`config.mk`:
```
export PLATFORM = sky130hd
export DESIGN_NAME = c_like_token_scanner
export DESIGN_NICKNAME = d
export VERILOG_FILES = /design/src/cts_pkg.sv /design/src/cts_scan.sv /design/src/cts_outq.sv /design/src/c_like_token_scanner.sv
export VERILOG_INCLUDE_DIRS = /design/src /design/src/src
export SDC_FILE = /design/constraint.sdc
export NUM_CORES = 1
export LEC_CHECK = 0
export BUFFER_PORTS_ARGS = -buffer_cell sky130_fd_sc_hd__buf_2
export CORE_MARGIN = 1.5
export CORE_UTILIZATION = 45
export DETAILED_ROUTE_END_ITERATION = 10
export GPL_TIMING_DRIVEN = 0
export PLACE_DENSITY = 0.73
export RECOVER_POWER = 25
export SYNTH_ARGS = -nofsm -noshare
export SYNTH_HDL_FRONTEND = slang
export SYNTH_SLANG_ARGS = --single-unit
```
`constraint.sdc`:
```
create_clock -name clk -period 4.95 [get_ports clk]
set_clock_uncertainty 0.2 [all_clocks]
set_input_delay 0.495 -clock clk [delete_from_list [all_inputs] [get_ports clk]]
set_output_delay 0.495 -clock clk [all_outputs]
set_load 0.02 [all_outputs]
```
`src/c_like_token_scanner_macros.svh`:
```
// Assertion macros shared by the token scanner modules.
`ifndef C_LIKE_TOKEN_SCANNER_MACROS_SVH
`define C_LIKE_TOKEN_SCANNER_MACROS_SVH

// Same-cycle implication, off during reset.
`define CTS_ASSERT(label, clk, rst, ante, cons, msg) \
  label: assert property (@(posedge clk) disable iff (rst) (ante) |-> (cons)) \
    else $error(msg);

// Next-cycle implication, off during reset.
`define CTS_ASSERT_NEXT(label, clk, rst, ante, cons, msg) \
  label: assert property (@(posedge clk) disable iff (rst) (ante) |=> (cons)) \
    else $error(msg);

`endif

```
`src/cts_pkg.sv`:
```
// Shared types and constants of the token scanner.
package cts_pkg;

  localparam int CH_W   = 8;
  localparam int LEN_W  = 8;
  // Result queue depth; must be a power of two (pointers wrap by truncation).
  localparam int QDEPTH = 4;
  localparam int PTR_W  = $clog2(QDEPTH);
  localparam int CNT_W  = $clog2(QDEPTH + 1);

  typedef enum logic [3:0] {
    K_END     = 4'd0,
    K_ID      = 4'd1,
    K_INT     = 4'd2,
    K_FLOAT   = 4'd3,
    K_NOTEQ   = 4'd4,
    K_PUNCT   = 4'd5,
    K_PLUS    = 4'd6,
    K_MINUS   = 4'd7,
    K_STAR    = 4'd8,
    K_SLASH   = 4'd9,
    K_ASSIGN  = 4'd10,
    K_SEMI    = 4'd11,
    K_LPAREN  = 4'd12,
    K_RPAREN  = 4'd13,
    K_UNKNOWN = 4'd14
  } kind_t;

  typedef struct packed {
    kind_t            kind;
    logic [LEN_W-1:0] length;
    logic             last;
  } res_t;

  // Words pushed into the result queue by one accepted character.
  typedef struct packed {
    logic [1:0] n;
    res_t       r0;
    res_t       r1;
  } wr_t;

endpackage

```
`src/cts_scan.sv`:
```
// Scanner state and per-character token decode.
`include "c_like_token_scanner_macros.svh"

module cts_scan (
  input  logic                      clk,
  input  logic                      rst,
  input  logic                      accept,
  input  logic [cts_pkg::CH_W-1:0]  ch,
  input  logic                      is_end,
  input  logic [cts_pkg::LEN_W-1:0] max_lexeme,
  output cts_pkg::wr_t              wr
);

  typedef enum logic [2:0] {
    M_IDLE, M_SLASH, M_LINE, M_BLOCK, M_BSTAR, M_IDENT, M_NUMBER, M_BANG
  } mode_t;

  localparam logic [7:0] C_NL     = 8'h0A;
  localparam logic [7:0] C_BANG   = 8'h21;
  localparam logic [7:0] C_LPAREN = 8'h28;
  localparam logic [7:0] C_RPAREN = 8'h29;
  localparam logic [7:0] C_STAR   = 8'h2A;
  localparam logic [7:0] C_PLUS   = 8'h2B;
  localparam logic [7:0] C_MINUS  = 8'h2D;
  localparam logic [7:0] C_DOT    = 8'h2E;
  localparam logic [7:0] C_SLASH  = 8'h2F;
  localparam logic [7:0] C_SEMI   = 8'h3B;
  localparam logic [7:0] C_EQ     = 8'h3D;
  localparam logic [7:0] C_UNDER  = 8'h5F;

  mode_t                     mode, mode_next;
  logic [cts_pkg::LEN_W-1:0] tok_len, tok_len_next;
  logic                      saw_dot, saw_dot_next;
  logic                      halted, halted_next;

  logic is_sp, is_al, is_dg, is_pu;
  mode_t                     idle_mode;
  logic [cts_pkg::LEN_W-1:0] idle_len;
  logic                      idle_emit, idle_halt;
  cts_pkg::kind_t            idle_kind;

  logic                      flush_v;
  cts_pkg::kind_t            flush_kind;
  logic [cts_pkg::LEN_W-1:0] flush_len;

  logic                      close, rescan, b_v;
  cts_pkg::kind_t            b_kind;
  logic [cts_pkg::LEN_W-1:0] b_len;
  logic                      room;

  // character classes
  always_comb begin
    is_sp = (ch == 8'h20) || (ch inside {[8'h09:8'h0D]});
    is_al = (ch inside {[8'h41:8'h5A]}) || (ch inside {[8'h61:8'h7A]});
    is_dg = ch inside {[8'h30:8'h39]};
    is_pu = (ch inside {[8'h21:8'h2F]}) || (ch inside {[8'h3A:8'h40]}) ||
            (ch inside {[8'h5B:8'h60]}) || (ch inside {[8'h7B:8'h7E]});
  end

  // what a character does when it starts fresh between tokens
  always_comb begin
    idle_mode = M_IDLE;
    idle_len  = '0;
    idle_emit = 1'b0;
    idle_halt = 1'b0;
    idle_kind = cts_pkg::K_PUNCT;
    if (is_sp) begin
      idle_mode = M_IDLE;
    end else if (ch == C_SLASH) begin
      idle_mode = M_SLASH;
    end else if (is_al || ch == C_UNDER) begin
      idle_mode = M_IDENT;
      idle_len  = cts_pkg::LEN_W'(1);
    end else if (is_dg) begin
      idle_mode = M_NUMBER;
      idle_len  = cts_pkg::LEN_W'(1);
    end else if (ch == C_BANG) begin
      idle_mode = M_BANG;
    end else begin
      idle_emit = 1'b1;
      case (ch)
        C_PLUS:   idle_kind = cts_pkg::K_PLUS;
        C_MINUS:  idle_kind = cts_pkg::K_MINUS;
        C_STAR:   idle_kind = cts_pkg::K_STAR;
        C_EQ:     idle_kind = cts_pkg::K_ASSIGN;
        C_SEMI:   idle_kind = cts_pkg::K_SEMI;
        C_LPAREN: idle_kind = cts_pkg::K_LPAREN;
        C_RPAREN: idle_kind = cts_pkg::K_RPAREN;
        default: begin
          if (is_pu) begin
            idle_kind = cts_pkg::K_PUNCT;
          end else begin
            idle_kind = cts_pkg::K_UNKNOWN;
            idle_halt = 1'b1;
          end
        end
      endcase
    end
  end

  // pending token of the current mode
  always_comb begin
    flush_v    = 1'b0;
    flush_kind = cts_pkg::K_PUNCT;
    flush_len  = cts_pkg::LEN_W'(1);
    case (mode)
      M_SLASH: begin
        flush_v    = 1'b1;
        flush_kind = cts_pkg::K_SLASH;
      end
      M_IDENT: begin
        flush_v    = 1'b1;
        flush_kind = cts_pkg::K_ID;
        flush_len  = tok_len;
      end
      M_NUMBER: begin
        flush_v    = 1'b1;
        flush_kind = saw_dot ? cts_pkg::K_FLOAT : cts_pkg::K_INT;
        flush_len  = tok_len;
      end
      M_BANG: begin
        flush_v    = 1'b1;
        flush_kind = cts_pkg::K_PUNCT;
      end
      default: flush_v = 1'b0;
    endcase
  end

  assign room = tok_len < max_lexeme;

  always_comb begin
    mode_next    = mode;
    tok_len_next = tok_len;
    saw_dot_next = saw_dot;
    halted_next  = halted;
    close        = 1'b0;
    rescan       = 1'b0;
    b_v          = 1'b0;
    b_kind       = cts_pkg::K_END;
    b_len        = '0;
    if (!halted) begin
      if (is_end) begin
        close        = 1'b1;
        b_v          = 1'b1;
        halted_next  = 1'b1;
        mode_next    = M_IDLE;
        tok_len_next = '0;
        saw_dot_next = 1'b0;
      end else begin
        case (mode)
          M_SLASH: begin
            if (ch == C_SLASH) begin
              mode_next = M_LINE;
            end else if (ch == C_STAR) begin
              mode_next = M_BLOCK;
            end else begin
              close  = 1'b1;
              rescan = 1'b1;
            end
          end
          M_LINE: begin
            if (ch == C_NL) mode_next = M_IDLE;
          end
          M_BLOCK: begin
            if (ch == C_STAR) mode_next = M_BSTAR;
          end
          M_BSTAR: begin
            if (ch == C_SLASH) begin
              mode_next = M_IDLE;
            end else if (ch != C_STAR) begin
              mode_next = M_BLOCK;
            end
          end
          M_IDENT: begin
            if ((is_al || is_dg || ch == C_UNDER) && room) begin
              tok_len_next = tok_len + cts_pkg::LEN_W'(1);
            end else begin
              close  = 1'b1;
              rescan = 1'b1;
            end
          end
          M_NUMBER: begin
            if ((is_dg || ch == C_DOT) && room) begin
              tok_len_next = tok_len + cts_pkg::LEN_W'(1);
              if (ch == C_DOT) saw_dot_next = 1'b1;
            end else begin
              close  = 1'b1;
              rescan = 1'b1;
            end
          end
          M_BANG: begin
            if (ch == C_EQ) begin
              b_v       = 1'b1;
              b_kind    = cts_pkg::K_NOTEQ;
              b_len     = cts_pkg::LEN_W'(2);
              mode_next = M_IDLE;
            end else begin
              close  = 1'b1;
              rescan = 1'b1;
            end
          end
          default: rescan = 1'b1;
        endcase
        if (rescan) begin
          mode_next    = idle_mode;
          tok_len_next = idle_len;
          saw_dot_next = 1'b0;
          halted_next  = idle_halt;
          b_v          = idle_emit;
          b_kind       = idle_kind;
          b_len        = cts_pkg::LEN_W'(1);
        end
      end
    end
  end

  // pack up to two words; the later one carries last
  always_comb begin
    wr = '0;
    if (accept) begin
      if (close && flush_v && b_v) begin
        wr.n  = 2'd2;
        wr.r0 = '{kind: flush_kind, length: flush_len, last: 1'b0};
        wr.r1 = '{kind: b_kind, length: b_len, last: 1'b1};
      end else if (close && flush_v) begin
        wr.n  = 2'd1;
        wr.r0 = '{kind: flush_kind, length: flush_len, last: 1'b1};
      end else if (b_v) begin
        wr.n  = 2'd1;
        wr.r0 = '{kind: b_kind, length: b_len, last: 1'b1};
      end
    end
  end

  always_ff @(posedge clk) begin
    if (rst) begin
      mode    <= M_IDLE;
      tok_len <= '0;
      saw_dot <= 1'b0;
      halted  <= 1'b0;
    end else if (accept) begin
      mode    <= mode_next;
      tok_len <= tok_len_next;
      saw_dot <= saw_dot_next;
      halted  <= halted_next;
    end
  end

  `CTS_ASSERT_NEXT(a_halt_sticky, clk, rst, halted, halted, "halt flag dropped")
  `CTS_ASSERT(a_halt_quiet, clk, rst, halted, wr.n == 2'd0, "word pushed while halted")
  `CTS_ASSERT_NEXT(a_end_halts, clk, rst, accept && is_end, halted, "end marker did not halt")

endmodule

```
`src/cts_outq.sv`:
```
// Small result queue taking up to two words per cycle.
`include "c_like_token_scanner_macros.svh"

module cts_outq (
  input  logic                      clk,
  input  logic                      rst,
  input  cts_pkg::wr_t              wr,
  output logic                      room,
  output logic                      out_valid,
  input  logic                      out_ready,
  output logic [3:0]                kind,
  output logic [cts_pkg::LEN_W-1:0] length,
  output logic                      last
);

  cts_pkg::res_t               q [cts_pkg::QDEPTH];
  logic [cts_pkg::PTR_W-1:0]   wptr, rptr;
  logic [cts_pkg::CNT_W-1:0]   count;
  logic                        pop;

  // room for the two words one character can produce
  assign room      = count <= cts_pkg::CNT_W'(cts_pkg::QDEPTH - 2);
  assign out_valid = count != '0;
  assign pop       = out_valid && out_ready;
  assign kind      = q[rptr].kind;
  assign length    = q[rptr].length;
  assign last      = q[rptr].last;

  always_ff @(posedge clk) begin
    if (wr.n != 2'd0) q[wptr] <= wr.r0;
    if (wr.n == 2'd2) q[wptr + cts_pkg::PTR_W'(1)] <= wr.r1;
  end

  always_ff @(posedge clk) begin
    if (rst) begin
      wptr  <= '0;
      rptr  <= '0;
      count <= '0;
    end else begin
      wptr  <= wptr + cts_pkg::PTR_W'(wr.n);
      rptr  <= rptr + cts_pkg::PTR_W'(pop);
      count <= count + cts_pkg::CNT_W'(wr.n) - cts_pkg::CNT_W'(pop);
    end
  end

  `CTS_ASSERT(a_cnt_bound, clk, rst, 1'b1, count <= cts_pkg::CNT_W'(cts_pkg::QDEPTH), "queue overfull")
  `CTS_ASSERT(a_push_room, clk, rst, wr.n != 2'd0, room, "push without room")

endmodule

```
`src/c_like_token_scanner.sv`:
```
// A token word enters the result queue as the character closing it is accepted.
// Throughput: one character per cycle; each makes zero to two words into a four-word queue,
//   and in_ready drops while fewer than two queue slots are free.
// Reset (rst, synchronous): scanner idle between tokens, queue empty, max_lexeme = 255.
// After an end marker or an unknown character the scanner halts until reset.
module c_like_token_scanner (
  input  logic                      clk,
  input  logic                      rst,
  // character channel
  input  logic                      in_valid,
  output logic                      in_ready,
  input  logic [cts_pkg::CH_W-1:0]  ch,
  input  logic                      is_end,
  // token word channel
  output logic                      out_valid,
  input  logic                      out_ready,
  output logic [3:0]                kind,
  output logic [cts_pkg::LEN_W-1:0] length,
  output logic                      last,
  // max_lexeme register write
  input  logic                      cfg_we,
  input  logic [cts_pkg::LEN_W-1:0] cfg_wdata
);

  logic [cts_pkg::LEN_W-1:0] max_lexeme;
  logic                      accept;
  logic                      room;
  cts_pkg::wr_t              wr;

  // Longest token; a continuing character past it starts a new token.
  always_ff @(posedge clk) begin
    if (rst) begin
      max_lexeme <= 8'd255;
    end else if (cfg_we) begin
      max_lexeme <= cfg_wdata;
    end
  end

  // A character is taken whenever the queue can absorb its worst case of two words,
  // so the word side stalling never blocks the scanner until the queue backs up.
  assign in_ready = room;
  assign accept   = in_valid && in_ready;

  // Mode update and character decode; pushes words the same cycle.
  cts_scan u_scan (
    .clk        (clk),
    .rst        (rst),
    .accept     (accept),
    .ch         (ch),
    .is_end     (is_end),
    .max_lexeme (max_lexeme),
    .wr         (wr)
  );

  // Result queue acts as the output register.
  cts_outq u_outq (
    .clk       (clk),
    .rst       (rst),
    .wr        (wr),
    .room      (room),
    .out_valid (out_valid),
    .out_ready (out_ready),
    .kind      (kind),
    .length    (length),
    .last      (last)
  );

endmodule

```
After elaboration in Yosys (flattened, before gate mapping) --
Memory sizes are Yosys's and may differ from the RTL's. A register that Yosys moved wholly into a read port is not among the register bits. Cells that the tools add are included.
Cells by class: bitwise operators 1, add/sub/neg operators 6, equal/unequal tests 29, mux-type cells 91, $lt $le $gt $ge 18, reductions and logical operators 37
Operators with widths (count):
- $mux 8 | 12
- $eq 8x6->1 const B | 11
- $mux 3 | 15
- $mux 1 | 41
- $le 8x7->1 const B | 5
- $mux 4 | 10
- $ge 8x7->1 const B | 4
- $mux 15 | 2
- $mux 28 | 1
- $pmux 4 s7 | 1
- $ge 8x6->1 const B | 3
- $ne 4x2->1 const B | 5
- $le 8x6->1 const B | 2
- $pmux 8 s2 | 1
- $pmux 3 s5 | 1
- $logic_and 1x1->1 | 14
- $mux 14 | 1
- $mux 13 | 1
- $eq 3x3->1 const B | 4
- $pmux 4 s3 | 1
- $reduce_bool 3->1 | 4
- $ne 5x2->1 const B | 2
- $reduce_and 5->1 | 2
- $logic_or 1x1->1 | 9
- 28 further kinds | 30
Storage, ports and cells: word-level logic and storage cells 191, bits in registers 28, bits of input ports 22, memories kept 1, output and inout port bits 15, memory bits (writable) 52
Memory list:
- u_outq.q | depth 4, bits a word 13, rd ports 1, clocked after Yosys merged registers in 1, write ports 2, line cts_outq.sv:16 | cts_pkg::res_t q [cts_pkg::QDEPTH];

Longest topological paths before layout --
Gate-level depths: netlist of run 1.
word-level depth 22, depth in mapped cells 18, mapped depth without buffers 18

Hierarchy --
Synthesis of run 1 repeated with hierarchy kept, for this count alone.
Second synthesis, totals: cell total of the unflattened synthesis 476, area, all modules 5454.0 µm²
Modules (own cells, without submodules):
- cts_outq | sequential area each 1701.6 µm², area an instance 3116.7 µm², instances 1, cells each 172
- cts_scan | sequential area each 260.2 µm², area an instance 2028.2 µm², instances 1, cells each 277
- c_like_token_scanner | sequential area each 160.2 µm², area an instance 309.0 µm², instances 1, cells each 27

Worst setup path before layout of run 1 --
No wires, ideal clock.
path kind in2reg, start in ch[5] in the netlist's numbering, end mem u_outq.q[0][0] in the netlist's numbering (enable), stages on the path 15, path slack 984 ps, setup time 319 ps, buffers on the path 2, arrival 3447 ps, required time 4431 ps, path through buf_4 nor4b_1 nand4b_1 nand3_1 o21ai_4 nor3_2 nor2_1 nor3b_1 nor2_1 ha_1 nor2_1 nand3_1 and2_1 clkbuf_1 inv_1
RTL lines:
- start, declared | line c_like_token_scanner.sv:12 | input logic [cts_pkg::CH_W-1:0] ch,
- end, declared | line cts_outq.sv:16

==> results.json, run 1 <==
{
  "rsz0062_at_grt": "no",
  "power_frac_comb_pct": 37.3,
  "routedWlPerCell_um": 16.98,
  "ios": 37,
  "dpl_cell_area_um2": 5035,
  "ir_drop_uv": 146.3,
  "r2r_start": "u_scan.tok_len[1]$_SDFFE_PP0P_",
  "numCtsBuffers": 9,
  "hpwlAfterDp_mm": 8.442,
  "die_w_um": 105.2,
  "ys_warn_count": 0,
  "power_mw": 2.137,
  "clockPowerShare_pct": 25.3,
  "p_switching_mw": 0.8192,
  "fmax_mhz": 219.6,
  "maxCapViolations": 0,
  "yosysTopAreaCell": "dfxtp_1",
  "ys_ff_latch": 80,
  "cpMostUsedCell": "nand2_1",
  "fin_setup_tns_ns": 0,
  "finalHoldViolCount": 0,
  "final_util_pct": 51.56,
  "clkLatencyLatePin_ns": 0.37,
  "core.rowCount": 37,
  "vias_per_cell": 5.979,
  "htree_levels": 3,
  "routed_wl_mm": 11.39,
  "dieArea_um2": 11080,
  "cp_slowest_cell": "dfxtp_1",
  "setup_slack_ns": 0.3965,
  "firstDrtPassIters": 5,
  "post_cts_buffers": 0,
  "synth-edff-count": 28,
  "cp_data_required_time_ns": 4.81,
  "syn_nets": 524,
  "nets": 567,
  "clkTransAtPathRegs_ns": 0.09,
  "n_antenna_cell": 0,
  "grt_usage_pct": 21.50,
  "grt_pass1_vias": 3905,
  "p_seq_share_pct": 37.3,
  "syn-cell-area_um2": 4705,
  "synth_top_area_share_pct": 22.13,
  "postSynthAreaPerCell_um2": 9.660,
  "grt_first_pass_wirelength_mm": 19.04,
  "async_flop_share_pct": 0,
  "cts_buffer_depth": 2,
  "hp-start": "cfg_wdata[3]",
  "core_area_um2": 10230,
  "overflow": 0,
  "place_congestion": 0.9259,
  "swShare_pct": 38.34,
  "ys_seq_area_share_pct": 40.00,
  "path_cells": "ha_1 > a2111o_1 > a31oi_1 > o21ai_2 > nor3_4 > nor2_1 > nor3b_1 > nor2_1 > ha_1 > nand2_1 > nand2_1 > nand2_1 > inv_1 > a21oi_2 > inv_1",
  "final_cell_mix": "dfxtp_1 (52), nand2_1 (43), buf_2 (29), nor2_1 (29), edfxtp_1 (28)",
  "critPathMaxStageDelay_ns": 0.47,
  "layout_commonest_cell": "dfxtp_1",
  "num_vias": 4012,
  "critPathBufInv": 2,
  "cts_num_sinks": 80,
  "ctsResizeCount": 0,
  "io_buffer_count": 32,
  "p_leak_nw": 2.033,
  "hp-class": "input pin to flop",
  "grt_max_degree": 17,
  "final_antenna_net_count": 0,
  "path_class": "flop to flop",
  "drtIter0Drc": 251,
  "cp_max_fo": 8,
  "drc_errors": 0,
  "area_growth_pct": 12.13,
  "worst_slew_pin_slew_ns": 0.7664,
  "antenna_found_initial": 0,
  "report.final.slew_viol_count": 0,
  "hold_buffers": 0,
  "fp.dieH_um": 105.2,
  "ys.flop_type": "dfxtp_1",
  "drive_gt1_share_pct": 17.01,
  "cp-end-kind": "flop",
  "outcome": "complete, no violations",
  "cts_tree": "built",
  "synthCells": 487,
  "crit_family": "simple AND/OR/NAND/NOR gates",
  "synthTopCellsByArea": "dfxtp_1 (22%), edfxtp_1 (18%), mux4_2 (6.2%)",
  "critical_path.startpoint": "u_scan.tok_len[1]$_SDFFE_PP0P_",
  "setup_viol": 0,
  "internal_power_mw": 1.317,
  "relSlewSlack_pct": 48.91,
  "post-route-min-period_ns": 4.553,
  "ys_types": 70,
  "critPathLaunchType": "flop",
  "powerDensity_nw_per_um2": 405.0,
  "cp_data_arrival_time_ns": 4.41,
  "finalCritPeriodShare_pct": 91.99,
  "initial_core_util_pct": 45.98,
  "stdcell_area_um2": 5275,
  "cts_root_buffer": "clkbuf_8",
  "preCtsSetupSlack_ns": -0.1407
}
==> power groups by stage <==
| stage | Sequential, mW | Combinational [mW] | Clock [mW] |
|---|---|---|---|
| floorplan | 0.798 | 0.605 | 0 |
| global placement | 0.808 | 0.770 | 0 |
| detailed placement | 0.812 | 0.784 | 0 |
| CTS | 0.797 | 0.789 | 0.549 |
| global route | 0.808 | 0.876 | 0.576 |
| finish | 0.797 | 0.797 | 0.542 |
==> routing by layer <==
layer | vias to the layer above | global-route usage, % | part of all wire, %
li1 | 1922 | - | -
met1 | 1924 | 28.37 | 44
met2 | 144 | 35.15 | 48
met3 | 22 | 3.834 | 5.7
met4 | 0 | 8.317 | 2.2
met5 | - | 0 | 0
==> metrics by stage <==
step                cells  hold WS [ns]
CTS                   671        0.1338
detailed placement    655        0.2618
finish                671        0.1473
global route          671        0.1634
global placement      655        0.2565
floorplan             487        0.2428
==> area by class of cell <==
class                      instances  area, µm²
tap                              136      170.2
timing repair buffer              32      150.1
clock inverter                     6      76.32
fill                             966       4956
multi-input combinational        350       2605
sequential                        80       1882
buffer                            29      137.6
inverter                          28      105.1
clock buffer                      10      148.9
==> synth_stat cells, types with 2 or more instances <==
library cell  number
dfxtp_1           52
nand2_1           43
nor2_1            30
edfxtp_1          28
a22o_1            27
inv_1             27
a21oi_1           26
o22ai_1           24
clkbuf_1          17
o21ai_0           17
nand3_1           16
ha_1              14
mux4_2            13
nor2b_1           10
nor3_1            10
o211ai_1          10
nand2b_1           9
a211oi_1           8
and3_1             6
and2_1             5
buf_2              5
nand4_1            5
xnor2_1            5
xor2_1             5
a21boi_0           4
buf_1              4
nor3_4             4
o21a_1             4
or4_1              4
a21o_1             3
o21ai_2            3
o31ai_4            3
or3_1              3
a22oi_1            2
a311o_1            2
a31oi_1            2
a31oi_2            2
o31ai_1            2
or2_2              2
==> final timing paths <==
| path | to | slack, ns | cells past startpoint |
|---|---|---|---|
| min | max_lexeme[3]$_SDFFE_PP1P_ | 0.15 | 3 |
| min reg2reg | u_outq.q[0][8]$_SDFFE_PP0P_ | 0.29 | 1 |
| max | u_outq.q[1][1]$_DFFE_PP_ | 0.40 | 15 |
| max reg2reg | u_outq.q[1][1]$_DFFE_PP_ | 0.40 | 15 |
==> registers in the layout (all words and copies together), names as in the netlist <==
name,cells
max_lexeme,8
u_outq.count,3
u_outq.q,52
u_outq.rptr,2
u_outq.wptr,2
u_scan.halted,1
u_scan.mode,3
u_scan.saw_dot,1
u_scan.tok_len,8
==> cell families (layout without fill, tap and decap cells) <==
logic type	Yosys count	after routing	synth area share, %
buffers and inverters	57	105	5.159
adders and majority gates	15	15	4.149
DFF	80	80	40.00
AOI/OAI and AO/OA	148	148	23.16
xor gates and xnor gates	10	10	1.862
muxes	15	15	6.676
and+or+nand+nor	162	162	18.99
==> worst min-delay path, delay by kind of cell <==
kind | cells | cell delay, ns
buffers and inverters | 1 | 0.08
AOI/OAI and AO/OA | 1 | 0.07
and+or+nand+nor | 1 | 0.04
Note: power is estimated with default switching activity, not from simulation.
==> inputs of run 2 (changes only) <==
--- a/config.mk
+++ b/config.mk
@@ -6,6 +6,7 @@
 export SDC_FILE = /design/constraint.sdc
 export NUM_CORES = 1
 export LEC_CHECK = 0
+export ABC_AREA = 1
 export BUFFER_PORTS_ARGS = -buffer_cell sky130_fd_sc_hd__buf_2
 export CORE_MARGIN = 1.5
 export CORE_UTILIZATION = 45
==> results.json, run 2 <==
{
  "cp_data_required_time_ns": 4.79,
  "fill_cells": 1000,
  "ys.flop_type": "dfxtp_1",
  "numCtsBuffers": 9,
  "setup_slack_ns": 0.6190,
  "multi_input_area_um2": 2382,
  "fin_setup_tns_ns": 0,
  "grt_max_degree": 17,
  "htree_levels": 3,
  "cts_buffer_depth": 2,
  "ys_ff_latch": 80,
  "rsz0062_at_grt": "no",
  "final_antenna_net_count": 0,
  "drc_errors": 0,
  "hp-start": "cfg_wdata[7]",
  "hold_buffers": 0,
  "die_w_um": 105.1,
  "synth_top_area_share_pct": 22.19,
  "cts_num_sinks": 80,
  "postSynthAreaPerCell_um2": 7.263,
  "p_leak_nw": 2.201,
  "hpwlAfterDp_mm": 9.169,
  "final_cell_mix": "nand2_1 (95), nor2_1 (87), o21ai_0 (87)",
  "layout_commonest_cell": "nand2_1",
  "grt_usage_pct": 22.42,
  "synthTopCellsByArea": "dfxtp_1 (22%), edfxtp_1 (18%), o21ai_0 (9.3%)",
  "post-route-min-period_ns": 4.331,
  "num_vias": 4569,
  "report.final.slew_viol_count": 0,
  "seqCellArea_um2": 1882,
  "hp-class": "input pin to flop",
  "finalCritPeriodShare_pct": 87.50,
  "firstDrtPassIters": 5,
  "n_antenna_cell": 0,
  "r2r_start": "u_scan.tok_len[5]$_SDFFE_PP0P_",
  "synthCells": 646,
  "whs_ns": 0.1362,
  "fmax_mhz": 230.9,
  "routed_wl_mm": 11.87,
  "synth_common_cells": "nand2_1 (91), nor2_1 (87), o21ai_0 (87)",
  "powerDensity_nw_per_um2": 484.0,
  "critPathLaunchType": "flop",
  "path_class": "flop to flop",
  "fp.dieH_um": 105.1,
  "antenna_found_initial": 0,
  "initial_core_util_pct": 45.86,
  "core.rowCount": 37,
  "syn_nets": 683,
  "synth-edff-count": 28,
  "ir_drop_uv": 257.5,
  "ctsResizeCount": 0,
  "hold_path_end": "max_lexeme[7]$_SDFFE_PP1P_",
  "vias_per_cell": 5.498,
  "preCtsSetupSlack_ns": 0.6090,
  "reg2reg_depth": 19,
  "grt_first_pass_wirelength_mm": 19.93,
  "cp_data_arrival_time_ns": 4.17,
  "cp-end-kind": "flop",
  "rrSetupSlack_ns": 0.62,
  "ys_types": 38,
  "ios": 37,
  "syn-cell-area_um2": 4692,
  "synth_most_common_cell": "nand2_1",
  "worst_slew_pin_slew_ns": 0.5691,
  "final_util_pct": 51.05,
  "grt_pass1_vias": 4213,
  "finalHoldViolCount": 0,
  "cts_root_buffer": "clkbuf_8",
  "largestRegisters": "u_outq.q: 52 flops, max_lexeme: 8 flops, u_scan.tok_len: 8 flops",
  "drtIter0Drc": 294,
  "async_flop_share_pct": 0,
  "clkLatencyLatePin_ns": 0.36,
  "ys_warn_count": 0,
  "max_flop_register": "u_outq.q",
  "relSlewSlack_pct": 62.06,
  "worstReg2RegEnd": "u_outq.q[0][10]$_DFFE_PP_",
  "drive_gt1_share_pct": 10.65,
  "critical_path.startpoint": "u_scan.tok_len[5]$_SDFFE_PP0P_",
  "dieArea_um2": 11050,
  "largest_register_ffs": 52,
  "clkTransAtPathRegs_ns": 0.09,
  "maxCapViolations": 0,
  "cts_tree": "built",
  "overflow": 0,
  "outcome": "complete, no violations",
  "yosysTopAreaCell": "dfxtp_1",
  "cp_max_fo": 10,
  "core_area_um2": 10230,
  "ys_seq_area_share_pct": 40.11,
  "hold_path_depth": 3,
  "power_mw": 2.528,
  "nets": 727,
  "io_buffer_count": 33,
  "setup_viol": 0,
  "routedWlPerCell_um": 14.28,
  "post_cts_buffers": 0,
  "place_congestion": 0.9077,
  "area_growth_pct": 11.31
}
## run 2: cells by family after synthesis
group / after synthesis / synth area share, %
adder cells (fa/ha/maj): 15 / 4.160
AND/OR/NAND/NOR: 284 / 27.60
XOR/XNOR: 7 / 1.307
AO/OA/AOI/OAI: 156 / 18.13
buffers and inverters: 104 / 8.693
flip-flops: 80 / 40.11
## run 2: critical path, stage by stage, from the launching register on
cell and delay [ns]:
dfxtp_1 0.47, ha_1 0.29, a21o_1 0.18, nand2_1 0.05, nand2_1 0.06, a21oi_1 0.18
nand2_1 0.07, nand2_1 0.12, nand3_1 0.15, buf_6 0.18, a21oi_1 0.13, nor2_1 0.07
ha_1 0.30, inv_1 0.04, nor2_1 0.18, nor2_1 0.12, nor2_1 0.39, inv_1 0.24
clkbuf_1 0.27, nand2_1 0.31
## run 2: worst max path at each step
stage	slack [ns]	depth (start not counted)	end
floorplan	1.27	24	u_outq.count[2]$_SDFF_PP0_
global placement	0.70	20	u_outq.q[3][11]$_DFFE_PP_
detailed placement	0.61	20	u_outq.q[0][9]$_DFFE_PP_
CTS	0.65	19	u_outq.q[0][10]$_DFFE_PP_
global route	0.22	19	u_outq.q[0][10]$_DFFE_PP_
finish	0.62	19	u_outq.q[0][10]$_DFFE_PP_
## run 2: area by class of cell
cell class | instances | share of cell area [%]
Sequential cell | 80 | 36.03
Clock buffer | 10 | 2.851
Multi-Input combinational cell | 462 | 45.62
Tap cell | 136 | 3.258
Buffer | 23 | 1.989
Inverter | 81 | 5.822
Timing Repair Buffer | 33 | 2.971
Clock inverter | 6 | 1.461
## run 2: layer usage
layer	global-route usage, %	wire (µm)	share of wire [%]
met1	29.55	5335	45
met2	36.55	5539	47
met3	4.180	815	6.9
met4	8.219	178	1.5
met5	0	0	0
## run 2: power by group
part	internal [mW]	switching [mW]	total [mW]
sequential	0.775	0.0601	0.835
clock	0.275	0.272	0.547
combinational	0.341	0.805	1.15
total	1.39	1.14	2.53
## run 2: stage by stage
stage | area [µm²] | cells
6_report | 5223 | 831
5_1_grt | 5223 | 831
3_3_place_gp | 5027 | 815
3_5_place_dp | 5027 | 815
2_1_floorplan | 4692 | 646
4_1_cts | 5253 | 831
